<file path="src/rtl/core/cesc_pkg.sv">
package cesc_pkg;

  // Full-scale stick magnitude and the signed limits of the stick range
  localparam logic [10:0]        MAG_FULL   = 11'd1024;
  localparam logic signed [11:0] STICK_MAX  = 12'sd1024;
  localparam logic signed [11:0] STICK_MIN  = -12'sd1024;

  // Expo amount limit in percent and unity in the 1/256 scale
  localparam logic [6:0]         AMOUNT_MAX = 7'd100;
  localparam logic [8:0]         K_ONE      = 9'd256;

  // Rounding bias added before the final shift by 8
  localparam logic [19:0]        ROUND_BIAS = 20'd128;

  // Control fields that travel with each beat down the pipeline
  typedef struct packed {
    logic                valid;
    logic                pass;
    logic                mirror;
    logic                neg;
    logic signed [11:0]  x_sat;
  } ctl_t;

  // Scale an amount of 0..100 percent to 0..256
  function automatic logic [8:0] scale_amount(input logic [6:0] k);
    logic [8:0] k9;
    k9 = {2'b00, k};
    return (k9 << 1) + (k9 >> 1) + (k9 >> 4);
  endfunction

endpackage

</file>
<file path="src/rtl/core/cesc_front.sv">
module cesc_front (
  input  logic               clk,
  input  logic               rst,
  input  logic               accept,
  input  logic signed [11:0] stick_value,
  input  logic               mirror,
  input  logic               pass,
  output cesc_pkg::ctl_t     ctl,
  output logic [10:0]        mag
);
  import cesc_pkg::*;

  logic signed [11:0] x_sat;
  logic signed [11:0] x_abs;
  logic               neg;
  logic [10:0]        m;

  // Saturate the stick to full scale and take its magnitude
  always_comb begin
    if (stick_value > STICK_MAX) begin
      x_sat = STICK_MAX;
    end else if (stick_value < STICK_MIN) begin
      x_sat = STICK_MIN;
    end else begin
      x_sat = stick_value;
    end
    neg   = x_sat[11];
    x_abs = neg ? -x_sat : x_sat;
    m     = x_abs[10:0];
  end

  // Register the beat; a mirrored curve works on the distance from full scale
  always_ff @(posedge clk) begin
    if (rst) begin
      ctl.valid <= 1'b0;
    end else begin
      ctl.valid <= accept;
    end
    ctl.pass   <= pass;
    ctl.mirror <= mirror;
    ctl.neg    <= neg;
    ctl.x_sat  <= x_sat;
    mag        <= mirror ? (MAG_FULL - m) : m;
  end

endmodule

</file>
<file path="src/rtl/core/cesc_cubic.sv">
module cesc_cubic (
  input  logic           clk,
  input  logic           rst,
  input  cesc_pkg::ctl_t ctl_in,
  input  logic [10:0]    mag,
  input  logic [8:0]     k256,
  output cesc_pkg::ctl_t ctl_out,
  output logic [11:0]    curve
);
  import cesc_pkg::*;

  ctl_t        ctl2;
  ctl_t        ctl3;
  logic [10:0] m2;
  logic [10:0] m3;
  logic [20:0] sq;
  logic [18:0] lin2;
  logic [18:0] lin3;
  logic [20:0] cube_k;
  logic [29:0] prod_k;
  logic [31:0] prod_m;
  logic [19:0] sum;
  logic [19:0] lin_prod;

  // Products for the linear term, the k-scaled square and the cube, and the rounded sum
  always_comb begin
    lin_prod = {11'd0, K_ONE - k256} * {9'd0, mag};
    prod_k   = {9'd0, sq} * {21'd0, k256};
    prod_m   = {11'd0, cube_k} * {21'd0, m3};
    sum      = {1'b0, prod_m[30:12]} + {1'b0, lin3} + ROUND_BIAS;
  end

  // Advance three stages: square, scale by k, then cube and sum
  always_ff @(posedge clk) begin
    if (rst) begin
      ctl2.valid    <= 1'b0;
      ctl3.valid    <= 1'b0;
      ctl_out.valid <= 1'b0;
    end else begin
      ctl2.valid    <= ctl_in.valid;
      ctl3.valid    <= ctl2.valid;
      ctl_out.valid <= ctl3.valid;
    end
    ctl2.pass   <= ctl_in.pass;
    ctl2.mirror <= ctl_in.mirror;
    ctl2.neg    <= ctl_in.neg;
    ctl2.x_sat  <= ctl_in.x_sat;
    sq          <= {10'd0, mag} * {10'd0, mag};
    lin2        <= lin_prod[18:0];
    m2          <= mag;

    ctl3.pass   <= ctl2.pass;
    ctl3.mirror <= ctl2.mirror;
    ctl3.neg    <= ctl2.neg;
    ctl3.x_sat  <= ctl2.x_sat;
    cube_k      <= prod_k[28:8];
    lin3        <= lin2;
    m3          <= m2;

    ctl_out.pass   <= ctl3.pass;
    ctl_out.mirror <= ctl3.mirror;
    ctl_out.neg    <= ctl3.neg;
    ctl_out.x_sat  <= ctl3.x_sat;
    curve          <= sum[19:8];
  end

endmodule

</file>
<file path="src/rtl/core/cubic_expo_stick_curve.sv">
// Expo curve for one radio-control stick channel.
//
// Input: a beat of stick_value is taken at each rising edge with start high
// and busy low. busy is always low, so a new sample may be offered in every
// cycle; the block takes one sample per cycle without gaps.
// Output: each result is shown on shaped_value for exactly one cycle with
// done high. A result's beat passes five register stages after its input
// beat: saturation, square, scale by the amount, cube and sum, sign restore.
// The rate of one sample per cycle is set by the five-stage pipeline,
// each multiplier sitting between registers.
// Configuration: expo_amount is written at an edge with expo_amount_we high.
// Write it only while no sample is in flight. A zero amount passes the
// saturated stick through, a negative one mirrors the curve.
// Reset (rst, synchronous) clears the amount to zero and empties the
// pipeline; samples in flight are dropped. The receiver cannot stall, so
// there is no back-pressure and no result is ever held.
module cubic_expo_stick_curve (
  input  logic               clk,
  input  logic               rst,
  input  logic               start,
  output logic               busy,
  input  logic signed [11:0] stick_value,
  input  logic               expo_amount_we,
  input  logic signed [7:0]  expo_amount,
  output logic               done,
  output logic signed [11:0] shaped_value
);
  import cesc_pkg::*;

  logic signed [7:0]  amount;
  logic [7:0]         amount_abs;
  logic [6:0]         k_mag;
  logic [8:0]         k256;
  logic               mirror;
  logic               pass;
  logic               accept;
  ctl_t               ctl1;
  ctl_t               ctl4;
  logic [10:0]        mag1;
  logic [11:0]        curve;
  logic [11:0]        mag_out;
  logic signed [11:0] y;

  assign busy   = 1'b0;
  assign accept = start && !busy;

  // Hold the amount register
  always_ff @(posedge clk) begin
    if (rst) begin
      amount <= '0;
    end else if (expo_amount_we) begin
      amount <= expo_amount;
    end
  end

  // Saturate the amount magnitude and scale it to 1/256 units
  always_comb begin
    amount_abs = amount[7] ? (8'd0 - amount) : amount;
    k_mag      = (amount_abs > {1'b0, AMOUNT_MAX}) ? AMOUNT_MAX : amount_abs[6:0];
    k256       = scale_amount(k_mag);
    mirror     = amount[7];
    pass       = (amount == 8'sd0);
  end

  cesc_front u_front (
    .clk         (clk),
    .rst         (rst),
    .accept      (accept),
    .stick_value (stick_value),
    .mirror      (mirror),
    .pass        (pass),
    .ctl         (ctl1),
    .mag         (mag1)
  );

  cesc_cubic u_cubic (
    .clk     (clk),
    .rst     (rst),
    .ctl_in  (ctl1),
    .mag     (mag1),
    .k256    (k256),
    .ctl_out (ctl4),
    .curve   (curve)
  );

  // Undo the mirror, restore the sign, or pass the stick through
  always_comb begin
    mag_out = ctl4.mirror ? ({1'b0, MAG_FULL} - curve) : curve;
    if (ctl4.pass) begin
      y = ctl4.x_sat;
    end else if (ctl4.neg) begin
      y = -$signed(mag_out);
    end else begin
      y = $signed(mag_out);
    end
  end

  // Register the result beat
  always_ff @(posedge clk) begin
    if (rst) begin
      done <= 1'b0;
    end else begin
      done <= ctl4.valid;
    end
    shaped_value <= y;
  end

  a_latency: assert property (@(posedge clk) disable iff (rst)
    accept |-> ##5 done)
    else $error("result beat missing five cycles after input beat");

  a_no_phantom: assert property (@(posedge clk) disable iff (rst)
    done |-> $past(accept, 5))
    else $error("result beat without matching input beat");

  a_range: assert property (@(posedge clk) disable iff (rst)
    done |-> (shaped_value <= STICK_MAX) && (shaped_value >= STICK_MIN))
    else $error("shaped value beyond full scale");

  a_sign: assert property (@(posedge clk) disable iff (rst)
    (done && (shaped_value != 12'sd0)) |-> (shaped_value[11] == $past(stick_value[11], 5)))
    else $error("shaped value sign differs from stick sign");

endmodule
</file>
<file path="config.mk">
export PLATFORM = sky130hd
export DESIGN_NAME = cubic_expo_stick_curve
export DESIGN_NICKNAME = d
export VERILOG_FILES = /design/src/rtl/core/cesc_pkg.sv /design/src/rtl/core/cesc_front.sv /design/src/rtl/core/cesc_cubic.sv /design/src/rtl/core/cubic_expo_stick_curve.sv
export SDC_FILE = /design/constraint.sdc
export NUM_CORES = 2
export LEC_CHECK = 0
export BUFFER_PORTS_ARGS = -buffer_cell sky130_fd_sc_hd__buf_2
export CORE_MARGIN = 4
export CORE_UTILIZATION = 60
export DETAILED_ROUTE_END_ITERATION = 16
export GPL_ROUTABILITY_DRIVEN = 0
export MAX_ROUTING_LAYER = met4
export PLACE_DENSITY = 0.76
export SLEW_MARGIN = 20
export SYNTH_ARGS = -nofsm -noshare
export SYNTH_HDL_FRONTEND = slang
export SYNTH_SLANG_ARGS = --single-unit
</file>
<file path="constraint.sdc">
create_clock -name clk -period 9.3 [get_ports clk]
set_input_delay 1.86 -clock clk [delete_from_list [all_inputs] [get_ports clk]]
set_output_delay 1.86 -clock clk [all_outputs]
set_load 0.02 [all_outputs]
</file>
Word level (Yosys, flattened, before mapping)
Index checks and enable logic that the tools add are counted. W data, S select, Z words.

Input bits: 24. Bits in registers: 210. Output and inout port bits: 14.

Muxes and demuxes: 9. Multiply operators: 4. Order comparisons: 3. Reduce and logical (&&, ||, !) cells: 1. Add/subtract/negate cells: 10.

Operators by type and width (number): $mux W12 (5); $mul A21 B11 Y31 (1); $mul A21 B9 Y29 (1); $mux W11 (2); $mul A11 B11 Y21 (1); $add A19 B19 Y20 (1); $add A20 B8 Y20 const B (1); $mul A9 B11 Y19 (1); $gt A12 B12 Y1 const B (1); $lt A12 B11 Y1 const B (1); $neg A12 Y12 (1); $sub A11 B12 Y12 const A (1); $neg A11 Y11 (1); $sub A11 B11 Y11 const A (1); $add A8 B6 Y9 (1); $add A9 B3 Y9 (1); $sub A9 B9 Y9 const A (1); $gt A8 B7 Y1 const B (1); $logic_not A8 Y1 (1); $mux W8 (1); $sub A1 B8 Y8 const A (1); $mux W7 (1).

Longest topological paths before layout
Word-level depth: 8. Gate-level depth with buffers: 38. Depth with buffers taken out: 37.

Cells and area by module
Synthesis repeated with hierarchy kept, for this count alone.

Cells, all modules: 2802. Area total of the unflattened synthesis: 25512.0 um2.

Modules (own cells, without submodules): cesc_cubic (sequential area each 3203.1 um2, area each 22201.3 um2, instances 1, cells an instance 2398); cubic_expo_stick_curve (sequential area each 420.4 um2, area each 2025.7 um2, instances 1, cells an instance 259); cesc_front (sequential area each 500.5 um2, area each 1285.0 um2, instances 1, cells an instance 145).

Worst setup path after synthesis
No wires, ideal clock.

Kind: register to register. From: register amount[0]. To: register u_cubic.lin2[18]. Data required time: 9.179 ns. Path buffers: 0. Cell stages (with the launch flop): 33. Arrival: 7.804 ns. Path slack: 1.375 ns. Path through: dfxtp_1 > inv_1 > ha_1 > nand2b_1 > o41ai_2 > xor2_1 > nor2_1 > a21boi_0 > nor2b_1 > inv_1 > fa_1 > fa_1 > nor2b_1 > o21ai_1 > a21boi_1 > nor2_1 > or4_4 > nor3_1 > xor2_1 > nand2_1 > fa_1 > fa_1 > fa_1 > fa_1 > inv_1 > ha_1 > a21boi_0 > o21ai_0 > a21oi_1 > a41oi_1 > a21oi_1 > a31oi_1 > xnor2_1.

Cells in the longest elaborated chain, start to end: 8.

Ends and longest elaborated chain: start, declared (RTL line cubic_expo_stick_curve.sv:30) `logic signed [7:0] amount;`; start signal, assigned (RTL line cubic_expo_stick_curve.sv:52) `amount <= expo_amount;`; $sub A1 B8 Y8 (RTL line cubic_expo_stick_curve.sv:58) `amount_abs = amount[7] ? (8'd0 - amount) : amount;`; $mux W8 (*) (RTL line cubic_expo_stick_curve.sv:58); $gt A8 B7 Y1 (RTL line cubic_expo_stick_curve.sv:59) `k_mag = (amount_abs > {1'b0, AMOUNT_MAX}) ? AMOUNT_MAX : amount_abs[6:0];`; $mux W7 (*) (RTL line cubic_expo_stick_curve.sv:59); $add A8 B6 Y9 (RTL line cesc_pkg.sv:28) `return (k9 << 1) + (k9 >> 1) + (k9 >> 4);`; $add A9 B3 Y9 (*) (RTL line cesc_pkg.sv:28); $sub A9 B9 Y9 (*) (RTL line cesc_cubic.sv:27) `lin_prod = {11'd0, K_ONE - k256} * {9'd0, mag};`; $mul A9 B11 Y19 (*) (RTL line cesc_cubic.sv:27); via u_cubic.lin_prod[18] (RTL line cesc_cubic.sv:23) `logic [19:0] lin_prod;`; end signal, assigned (RTL line cesc_cubic.sv:49) `lin2 <= lin_prod[18:0];`; end, declared (RTL line cesc_cubic.sv:17) `logic [18:0] lin2;`.

Mark *: on every way through the listed nets, which the timed path passes. The rest lies on a longest branch. A chain may end at the register's enable or synchronous reset.

Worst setup path after layout
Same ends and word-level chain as after synthesis.

==> qor.csv <==
stage;metric;value;unit
sta;final setup margin;0.6271;ns
global_route;grt ovf;0;
clock_network;H-Tree Depth;1;
floorplan;Initial Util;60.92;%
outcome;status;complete, no violations;
final_layout;final-layout fill cell count;3253;
global_route;first-pass GRT wire length;89430;µm
route;DRT antenna net count;0;
setup_path;CP Class;reg -> reg;
setup_path;Worst EP arrival;9.08;ns
setup_path;Req. time, crit path;9.70;ns
setup_path;Stages on worst setup path;32;
worst_hold_path;Hold Crit Class;reg -> reg;
final_layout;Multi-input gate area;18760;µm²
sta;clock skew;0.01822;ns
floorplan;Die Width;212.1;µm
worst_hold_path;min-delay src;u_cubic.lin2[7]$_DFF_P_;
synthesis;Synth area leaders;fa_1 34%, dfxtp_1 16%, ha_1 12%;
setup_path;critical path endpoint category;register;
setup_path;Crit Reg-Reg Endpoint;u_cubic.lin2[18]$_DFF_P_;
clock_network;Num CTS Buffers;23;
sta;final setup fails;0;
sta;worst rel slew slack;38.36;%
sta;count of pins over their slew limit;0;
clock_network;CTS Buffer Depth;3;
route;DRT iter0 DRCs;864;
sta;period utilization;93.26;%
worst_hold_path;hold depth;0;
final_layout;Area Overhead vs Synth;6.534;%
setup_path;Bufs and invs on worst path;3;
job;Max-Cap Viols;0;
setup_path;Max stage delay on crit path;0.55;ns
setup_path;Most common cell on crit path;fa_1;
placement;dpl hpwl;41420;µm
final_layout;ANT cells;0;
route;DR pass1 iterations;6;
synthesis;asr flop ratio synth;0;%
global_route;GRT Total Usage;24.61;%
clock_network;Reg clk slew, reported paths;0.07;ns
synthesis;Primary FF master, synth;dfxtp_1;
route;routed len/inst;15.89;µm
clock_network;Hold Buf Count CTS;0;
setup_path;CP Launch Type;register;
final_layout;Seq. cell area;4024;µm²
final_layout;share of cells above drive strength 1;5.279;%
clock_network;clock latency at the later pin of the worst-skew pair;0.54;ns
setup_path;reg2reg setup slack;0.63;ns
synthesis;cell count after synthesis;2719;
sta;final hold viol count;0;
synthesis;Syn. warnings;0;
route;via count;17570;
placement;Setup WS pre-CTS;0.1650;ns
synthesis;number of enable flip-flop cells after synthesis;0;
route;Avg Vias per Cell;5.389;
setup_path;CP max-delay cell;fa_1;
global_route;largest net degree at the start of global routing;32;
floorplan;row cnt;74;
synthesis;Seq/Total Area, Yosys;16.10;%
global_route;vias in the first global route;19010;
floorplan;chip height;212.1;µm
floorplan;I/O pin count;38;
synthesis;cell accounting for the most synthesized area;fa_1;
setup_path;Reg2Reg Depth;32;
synthesis;Avg Inst Size Synth;9.190;µm²
worst_hold_path;WHS Endpoint;u_cubic.lin3[7]$_DFF_P_;
sta;Max Clk Rate;0.1153;GHz
setup_path;RR Startpoint;amount[0]$_SDFFE_PP0P_;
synthesis;Cell Area, Synth;24990;µm²
clock_network;root buffer cell;clkbuf_16;
synthesis;Netlist cell types;72;
floorplan;core area;41020;µm²
synthesis;synth cell count leaders;499 x inv_1, 425 x fa_1, 348 x nand2_1;
synthesis;most frequent cell after synthesis;inv_1;
floorplan;die area;44980;µm²
route;Post-Route WL;51790;µm
clock_network;CTS tree;built;
sta;fin crit period;8.673;ns
placement;port bufs;36;
global_route;initial antenna violation count;1;
synthesis;Synth top area share;34.05;%
clock_network;CTS sink count;201;
final_layout;nets;3407;
setup_path;crit-path max FO;8;
sta;Worst Tran Pin Value;0.9233;ns
setup_path;CP delay by family, top;adder cells;
synthesis;#FFs+latches synth;201;
route;Residual DRC;0;
sequential cells by signal, summed over array words and instances, names as in the netlist, 10 cells and up:
register and cells:
u_cubic.lin3 19, u_cubic.ctl3 15, u_cubic.ctl_out 15, u_cubic.cube_k 21, u_cubic.sq 19, u_cubic.curve 12, u_cubic.m2 10, u_cubic.m3 10
u_front.ctl 15, u_cubic.lin2 19, shaped_value 12, u_cubic.ctl2 15, u_front.mag 10
layout make-up:
class / instances / share of cell area (%)
clock buffers: 26 / 2.317
multi-input cells: 1914 / 70.48
repair buffers: 73 / 1.720
inverters: 499 / 7.036
clock inverters: 15 / 0.8319
flip-flops and latches: 201 / 15.12
well taps: 532 / 2.500
layout by cell type (no fill, tap or decap), types with 24 or more instances in the layout:
master	instances
inv_1	499
fa_1	425
nand2_1	348
and2_1	276
ha_1	246
dfxtp_1	201
xnor2_1	87
nor2_1	85
a21oi_1	56
o21ai_0	48
xor2_1	39
buf_4	37
buf_2	36
nand2b_1	32
nor2b_1	31
nor3_1	28
nand3_1	24
stage by stage:
step	TNS, ns	util, %	instances	cell area, µm²	hold slack (ns)
6_report	0	64.90	3260	26620	0.3196
2_1_floorplan	0	-	2724	25010	0.3096
5_1_grt	-0.01356	64.90	3260	26620	0.3289
3_5_place_dp	0	62.64	3215	25690	0.3121
4_1_cts	0	64.68	3256	26530	0.3201
3_3_place_gp	0	62.64	3215	25690	0.3101
per-layer routing:
layer  GRT usage, %  share of wire (%)  vias up
li1               -                  -     8270
met1          31.72                 42     8744
met2          41.92                 50      463
met3          2.376                5.2       92
met4          6.841                2.7        0
met5              -                  0        -
cells by family (layout without fill, tap and decap cells):
family                     count (synthesis)  count (layout)  share of synthesized area, %
AOI/OAI and AO/OA                        218             218                         5.818
other                                      2               7                       0.03005
DFF                                      201             201                         16.10
and+or+nand+nor                          872             872                         17.33
adders and majority gates                671             671                         46.37
buffers and inverters                    610             613                         9.188
xor gates and xnor gates                 131             132                         4.592
muxes                                     14              14                        0.5758
worst max path at each step:
stage                     slack [ns]                       end                    from
final                           0.63  u_cubic.lin2[18]$_DFF_P_  amount[0]$_SDFFE_PP0P_
after detailed placement        0.17  u_cubic.lin2[18]$_DFF_P_  amount[0]$_SDFFE_PP0P_
after global routing           -0.01  u_cubic.lin2[18]$_DFF_P_  amount[0]$_SDFFE_PP0P_
after CTS                       0.13  u_cubic.lin2[18]$_DFF_P_  amount[0]$_SDFFE_PP0P_
after floorplan                 1.38  u_cubic.lin2[18]$_DFF_P_  amount[0]$_SDFFE_PP0P_
after global placement          0.58  u_cubic.lin2[18]$_DFF_P_  amount[0]$_SDFFE_PP0P_
timing repair:
item                       in CTS  in global routing
setup endpoints to repair       0                 16
gates resized for setup         0                  7
setup buffers                   0                  3
Power is left out: the tool's default activity adds up to more than one toggle a clock period on the data nets, which glitch-free logic cannot reach.
